==> src/rtl/core/hrck_pkg.sv <==
`default_nettype none

package hrck_pkg;

  // channel and field widths
  localparam int unsigned ChW   = 8;
  localparam int unsigned HueW  = 9;
  localparam int unsigned NumW  = 17;
  localparam int unsigned CfgIdxW = 2;

  // register indexes of the configuration port
  localparam logic [CfgIdxW-1:0] CFG_HUE_LOW  = 2'd0;
  localparam logic [CfgIdxW-1:0] CFG_HUE_HIGH = 2'd1;

  // register reset values
  localparam logic [HueW-1:0] HUE_LOW_RST  = 9'd0;
  localparam logic [HueW-1:0] HUE_HIGH_RST = 9'd360;

  // one pixel as it enters the datapath
  typedef struct packed {
    logic [ChW-1:0] red;
    logic [ChW-1:0] green;
    logic [ChW-1:0] blue;
    logic           last;
  } pix_t;

  // pixel with its hue numerator and spread, between the two stages
  typedef struct packed {
    logic [ChW-1:0]  red;
    logic [ChW-1:0]  green;
    logic [ChW-1:0]  blue;
    logic [ChW-1:0]  hi;
    logic [ChW-1:0]  spread;
    logic [NumW-1:0] num;
    logic            last;
  } hue_stage_t;

endpackage

`default_nettype wire

==> src/rtl/core/hrck_hue.sv <==
`default_nettype none

module hrck_hue
  import hrck_pkg::*;
(
  input  wire logic       clk_i,
  input  wire logic       rst_ni,
  input  wire logic       valid_i,
  input  wire pix_t       pix_i,
  output logic            valid_o,
  output hue_stage_t      stage_o
);

  localparam logic signed [18:0] K60  = 19'sd60;
  localparam logic signed [18:0] K120 = 19'sd120;
  localparam logic signed [18:0] K240 = 19'sd240;
  localparam logic signed [18:0] K360 = 19'sd360;

  logic [ChW-1:0]    hi, lo, m_rg, n_rg;
  logic [ChW-1:0]    spread;
  logic signed [18:0] rx, gx, bx, dx, num_s;
  hue_stage_t        stage_d, stage_q;
  logic              valid_q;

  // max and min of the three channels
  always_comb begin
    m_rg = (pix_i.red < pix_i.green) ? pix_i.green : pix_i.red;
    hi   = (m_rg < pix_i.blue) ? pix_i.blue : m_rg;
    n_rg = (pix_i.red > pix_i.green) ? pix_i.green : pix_i.red;
    lo   = (n_rg > pix_i.blue) ? pix_i.blue : n_rg;
    spread = hi - lo;
  end

  // hue numerator, hue = num / spread degrees
  always_comb begin
    rx = $signed({11'd0, pix_i.red});
    gx = $signed({11'd0, pix_i.green});
    bx = $signed({11'd0, pix_i.blue});
    dx = $signed({11'd0, spread});
    if (hi == pix_i.red) begin
      num_s = K60 * (gx - bx);
      if (num_s < 0) begin
        num_s = num_s + K360 * dx;
      end
    end else if (hi == pix_i.green) begin
      num_s = K60 * (bx - rx) + K120 * dx;
    end else begin
      num_s = K60 * (rx - gx) + K240 * dx;
    end
  end

  always_comb begin
    stage_d.red    = pix_i.red;
    stage_d.green  = pix_i.green;
    stage_d.blue   = pix_i.blue;
    stage_d.hi     = hi;
    stage_d.spread = spread;
    stage_d.num    = num_s[NumW-1:0];
    stage_d.last   = pix_i.last;
  end

  // stage valid
  always_ff @(posedge clk_i or negedge rst_ni) begin
    if (!rst_ni) begin
      valid_q <= 1'b0;
    end else begin
      valid_q <= valid_i;
    end
  end

  // stage payload
  always_ff @(posedge clk_i) begin
    if (valid_i) begin
      stage_q <= stage_d;
    end
  end

  assign valid_o = valid_q;
  assign stage_o = stage_q;

endmodule

`default_nettype wire

==> src/rtl/core/hrck_keep.sv <==
`default_nettype none

module hrck_keep
  import hrck_pkg::*;
(
  input  wire logic            clk_i,
  input  wire logic            rst_ni,
  input  wire logic            valid_i,
  input  wire hue_stage_t      stage_i,
  input  wire logic [HueW-1:0] hue_low_i,
  input  wire logic [HueW-1:0] hue_high_i,
  output logic                 valid_o,
  output logic [ChW-1:0]       red_o,
  output logic [ChW-1:0]       green_o,
  output logic [ChW-1:0]       blue_o,
  output logic                 kept_o,
  output logic                 last_o
);

  logic [NumW-1:0] bound_lo, bound_hi;
  logic            kept;
  logic            valid_q;
  logic [ChW-1:0]  red_q, green_q, blue_q;
  logic            kept_q, last_q;

  // bounds scaled by the spread, exact compare against the numerator
  always_comb begin
    bound_lo = NumW'({8'd0, hue_low_i} * {9'd0, stage_i.spread});
    bound_hi = NumW'({8'd0, hue_high_i} * {9'd0, stage_i.spread});
    if (stage_i.spread == '0) begin
      kept = (hue_low_i == '0);
    end else begin
      kept = (stage_i.num >= bound_lo) && (stage_i.num <= bound_hi);
    end
  end

  // result valid strobe
  always_ff @(posedge clk_i or negedge rst_ni) begin
    if (!rst_ni) begin
      valid_q <= 1'b0;
    end else begin
      valid_q <= valid_i;
    end
  end

  // result pixel: unchanged when kept, gray at the max channel otherwise
  always_ff @(posedge clk_i) begin
    if (valid_i) begin
      red_q   <= kept ? stage_i.red   : stage_i.hi;
      green_q <= kept ? stage_i.green : stage_i.hi;
      blue_q  <= kept ? stage_i.blue  : stage_i.hi;
      kept_q  <= kept;
      last_q  <= stage_i.last;
    end
  end

  assign valid_o = valid_q;
  assign red_o   = red_q;
  assign green_o = green_q;
  assign blue_o  = blue_q;
  assign kept_o  = kept_q;
  assign last_o  = last_q;

endmodule

`default_nettype wire

==> src/rtl/core/hue_range_color_keep.sv <==
`default_nettype none

// Hue range color keep: pixels whose HSV hue lies in [hue_low, hue_high]
// pass unchanged, all others turn gray at their maximum channel value.
// Input: a pixel (red_i, green_i, blue_i, last_pixel_i) is taken at each
// rising edge with start high and busy low. busy is always low, so one
// pixel may be started in every cycle.
// Output: out_valid_o is high for exactly one cycle per pixel with the
// result on out_red_o, out_green_o, out_blue_o, hue_kept_o and
// end_of_image_o. Results come in input order. A result is on the ports
// once the pixel has passed the input, hue stage and result registers.
// At full rate there is one result per cycle. The receiver cannot stall,
// so nothing ever holds the pipeline.
// Timing: input register, then max/min and hue numerator into the hue
// stage register, then bound products and compare into the result register;
// the two 9x8 bound multiplies set the critical stage.
// Configuration: cfg_index_i 0 writes hue_low, 1 writes hue_high; other
// indexes are ignored. cfg_ready_o is always high. Write only while idle.
// Reset: clears all valid flags and loads hue_low = 0, hue_high = 360.

module hue_range_color_keep
  import hrck_pkg::*;
(
  input  wire logic               clk_i,
  input  wire logic               rst_ni,
  input  wire logic               start,
  output logic                    busy,
  input  wire logic [ChW-1:0]     red_i,
  input  wire logic [ChW-1:0]     green_i,
  input  wire logic [ChW-1:0]     blue_i,
  input  wire logic               last_pixel_i,
  input  wire logic               cfg_valid_i,
  output logic                    cfg_ready_o,
  input  wire logic [CfgIdxW-1:0] cfg_index_i,
  input  wire logic [HueW-1:0]    cfg_data_i,
  output logic                    out_valid_o,
  output logic [ChW-1:0]          out_red_o,
  output logic [ChW-1:0]          out_green_o,
  output logic [ChW-1:0]          out_blue_o,
  output logic                    hue_kept_o,
  output logic                    end_of_image_o
);

  logic [HueW-1:0] hue_low_q, hue_high_q;
  logic            in_valid_q;
  pix_t            pix_q;
  logic            hue_valid;
  hue_stage_t      hue_stage;

  assign busy        = 1'b0;
  assign cfg_ready_o = 1'b1;

  // configuration registers
  always_ff @(posedge clk_i or negedge rst_ni) begin
    if (!rst_ni) begin
      hue_low_q  <= HUE_LOW_RST;
      hue_high_q <= HUE_HIGH_RST;
    end else if (cfg_valid_i && cfg_ready_o) begin
      unique case (cfg_index_i)
        CFG_HUE_LOW:  hue_low_q  <= cfg_data_i;
        CFG_HUE_HIGH: hue_high_q <= cfg_data_i;
        default: ;
      endcase
    end
  end

  // input register valid
  always_ff @(posedge clk_i or negedge rst_ni) begin
    if (!rst_ni) begin
      in_valid_q <= 1'b0;
    end else begin
      in_valid_q <= start && !busy;
    end
  end

  // input register payload
  always_ff @(posedge clk_i) begin
    if (start && !busy) begin
      pix_q.red   <= red_i;
      pix_q.green <= green_i;
      pix_q.blue  <= blue_i;
      pix_q.last  <= last_pixel_i;
    end
  end

  hrck_hue u_hue (
    .clk_i   (clk_i),
    .rst_ni  (rst_ni),
    .valid_i (in_valid_q),
    .pix_i   (pix_q),
    .valid_o (hue_valid),
    .stage_o (hue_stage)
  );

  hrck_keep u_keep (
    .clk_i      (clk_i),
    .rst_ni     (rst_ni),
    .valid_i    (hue_valid),
    .stage_i    (hue_stage),
    .hue_low_i  (hue_low_q),
    .hue_high_i (hue_high_q),
    .valid_o    (out_valid_o),
    .red_o      (out_red_o),
    .green_o    (out_green_o),
    .blue_o     (out_blue_o),
    .kept_o     (hue_kept_o),
    .last_o     (end_of_image_o)
  );

`ifndef SYNTH
  // every result traces back to a pixel started ahead of the pipeline registers
  a_out_from_start: assert property (@(posedge clk_i) disable iff (!rst_ni)
    out_valid_o |-> $past(start && !busy, 3))
    else $error("result without a started pixel");

  // a rejected pixel comes out gray
  a_gray_when_dropped: assert property (@(posedge clk_i) disable iff (!rst_ni)
    out_valid_o && !hue_kept_o |->
      (out_red_o == out_green_o) && (out_green_o == out_blue_o))
    else $error("desaturated pixel is not gray");

  // a kept pixel is the input pixel unchanged
  a_kept_unchanged: assert property (@(posedge clk_i) disable iff (!rst_ni)
    out_valid_o && hue_kept_o |->
      (out_red_o == $past(red_i, 3)) && (out_green_o == $past(green_i, 3)) &&
      (out_blue_o == $past(blue_i, 3)))
    else $error("kept pixel altered");

  // end of image marker follows its pixel
  a_last_follows: assert property (@(posedge clk_i) disable iff (!rst_ni)
    out_valid_o |-> end_of_image_o == $past(last_pixel_i, 3))
    else $error("end of image marker misaligned");
`endif

endmodule

`default_nettype wire
==> config.mk <==
export PLATFORM = sky130hd
export DESIGN_NAME = hue_range_color_keep
export DESIGN_NICKNAME = d
export VERILOG_FILES = /design/src/rtl/core/hrck_pkg.sv /design/src/rtl/core/hrck_hue.sv /design/src/rtl/core/hrck_keep.sv /design/src/rtl/core/hue_range_color_keep.sv
export SDC_FILE = /design/constraint.sdc
export NUM_CORES = 1
export LEC_CHECK = 0
export ABC_AREA = 1
export BUFFER_PORTS_ARGS = -buffer_cell sky130_fd_sc_hd__buf_2
export CORE_MARGIN = 4
export CORE_UTILIZATION = 32
export DETAILED_ROUTE_END_ITERATION = 12
export PLACE_DENSITY_LB_ADDON = 0.3
export SLEW_MARGIN = 10
export SYNTH_ARGS = -nofsm -noshare
export SYNTH_HDL_FRONTEND = slang
export SYNTH_SLANG_ARGS = --single-unit
==> constraint.sdc <==
create_clock -name clk_i -period 20.1 [get_ports clk_i]
set_input_delay 1.005 -clock clk_i [delete_from_list [all_inputs] [get_ports clk_i]]
set_output_delay 1.005 -clock clk_i [all_outputs]
set_load 0.1 [all_outputs]
==> results.ini <==
[cts]
cts.sinks=128
clkTransAtPathRegs_ns=0.06
cts_hold_buf=0
post_cts_buffers=0
clk_latency_ns=0.43
tritoncts=yes
post_cts_resize_count=0
cts_buffer_depth=2
htree_num_levels=4
ctsRootBufferMaster=clkbuf_16
cts_buffers=17

[setup_path]
rr_worst_depth=48
critPathMostFrequentCell=nand2_1
rr_endpoint=u_hue.stage_o[17]
critical_path_class=reg -> reg
crit_path_end_kind=flip-flop
worst_path_max_delay_cell=o21ai_0
timing.critical_path.from=pix_q[13]
crit_end=u_hue.stage_o[17]
startpoint_type=flip-flop
crit_path_max_incr_delay_ns=0.66
cp_max_fo=16
crit_required_ns=20.28
reg2reg_setup_slack_ns=10.37
cp.arrival_ns=9.91
r2r_start=pix_q[13]

[sta]
tns_ns=0
worstMarginPinSlew_ns=1.11
finalMaxSlewViolations=0
hold_viol=0
slew_headroom=0.259
setup_viol=0
period_share=0.484
rsz0062_at_grt=false
fmax_mhz=103
period_needed_ns=9.73
skew_ns=0.0149

[synthesis]
synth_common_cells=nand2_1, inv_1, ha_1
synth_seq_cells=128
yosysSeqAreaShare=0.196
synth.most_common_cell=nand2_1
netlist.top_cell.by_area=ha_1
syn-cell-area_mm2=0.0191
postSynthAreaPerCell_um2=7.94
synth.distinct_cells=50
ys.flop_type=edfxtp_1
yosys_warnings=0
synth-edff-count=107
yosysTopAreaCellShare=0.196
synth_cells=2405
async_reset_ff_frac=0.164
ys_top_cells_by_area=ha_1, edfxtp_1, fa_1
syn-num-nets=2892

[floorplan]
dieArea_mm2=0.0636
core-area_mm2=0.0590
num_rows=89
die_h_um=252
io_pins=69
fp.dieW_um=252
initial_core_util=0.323

[finish]
num_antenna_cells=0
areaGrowthSynthToFinish_pct=8.34
nNetsFinal=2924
drive_above_1_share=0.0690
fin_cells=3223
fillers=6121

[status]
status=finished, final reports clean

[routing]
wl_per_cell_um=15.4
drt_iter0_drc=927
vias=15400
ant_nets=0
drc=0
drt_first_pass_iters=9
wl_um=49600
via_per_inst=4.77

[grt]
grt_overflow=0
grt_pass1_vias=15800
antenna_found_initial=1
grt.total_usage=0.160
grt_max_degree=58
grt_pass1_wl_um=82600

[place]
numPortBuffers=66
gp_congestion=0.911
place_hpwl_um=41300
placed_cells=3191

[hold_path]
min_from=pix_q[0]
hold_path_class=reg -> reg

[job]
max_cap_viol_count=0

==> layout make-up <==
class,instances,area (um2),area share
multi-input cells,1695,13100,0.634
flip-flops and latches,128,3740,0.181
inverters,527,1980,0.0956
well taps,773,967,0.0468
clock buffers,18,429,0.0207
repair buffers,68,345,0.0167
clock inverters,14,110,0.00532
==> logic make-up (layout without fill, tap and decap cells) <==
kind of cell               count (synthesis)  in the layout  share of synthesized area
AOI/OAI and AO/OA                        283            283                     0.0818
xor gates and xnor gates                 144            144                     0.0665
buffers and inverters                    582            627                      0.118
adders and majority gates                447            447                      0.351
muxes                                      1              1                   0.000524
DFF                                      128            128                      0.196
other                                      2              2                   0.000393
and+or+nand+nor                          818            818                      0.186
==> through the flow <==
| stage | setup slack, ns | util | instance area [um2] | hold WS (ns) |
|---|---|---|---|---|
| 4_1_cts | 10.47 | 0.350 | 20700 | 0.426 |
| 3_5_place_dp | 10.49 | 0.341 | 20100 | 0.413 |
| 2_1_floorplan | 11.63 | - | 19100 | 0.400 |
| 3_3_place_gp | 10.60 | 0.341 | 20100 | 0.402 |
| 6_report | 10.37 | 0.350 | 20700 | 0.422 |
| 5_1_grt | 9.46 | 0.350 | 20700 | 0.438 |
==> layout by cell type (no fill, tap or decap), types with 22 or more instances in the layout <==
cell      count
nand2_1     540
inv_1       524
ha_1        299
fa_1        148
a21oi_1     138
nand3_1     117
edfxtp_1    107
o21ai_0      92
xor2_1       90
nor2_1       66
buf_2        66
xnor2_1      53
nand2_2      22
==> worst max-delay path: cells and delay by family (launching register included) <==
family                     cells  cell delay [ns]
and+or+nand+nor               18             1.89
adders and majority gates      7             2.77
xor gates and xnor gates       4             0.78
AOI/OAI and AO/OA             14             2.79
DFF                            1             0.47
buffers and inverters          5             0.71
==> sequential cells by signal (all words and copies together), names as in the netlist <==
register        cells
u_keep.blue_o       8
in_valid_q          1
pix_q              25
hue_low_q           9
hue_high_q          9
u_keep.last_o       1
u_keep.red_o        8
u_keep.kept_o       1
u_hue.stage_o      56
u_hue.valid_o       1
u_keep.valid_o      1
u_keep.green_o      8
==> layer usage <==
layer  track usage  vias to the layer above  share of wire
met2         0.274                      283           0.47
li1              -                     7651              -
met3        0.0145                       53          0.036
met5             0                        -              0
met4        0.0364                        0          0.020
met1         0.219                     7372           0.47
==> worst min-delay path by stage <==
stage / to / cells past startpoint / slack [ns]
after CTS: u_hue.stage_o[0] / 0 / 0.43
final: u_hue.stage_o[0] / 0 / 0.42
after global placement: u_keep.last_o / 0 / 0.40
after floorplan: u_hue.stage_o[0] / 0 / 0.40
after global routing: u_keep.last_o / 0 / 0.44
after detailed placement: u_keep.last_o / 0 / 0.41
Power is not shown: default switching activity piles up to over one toggle a cycle in this logic, so the estimate is an artifact.
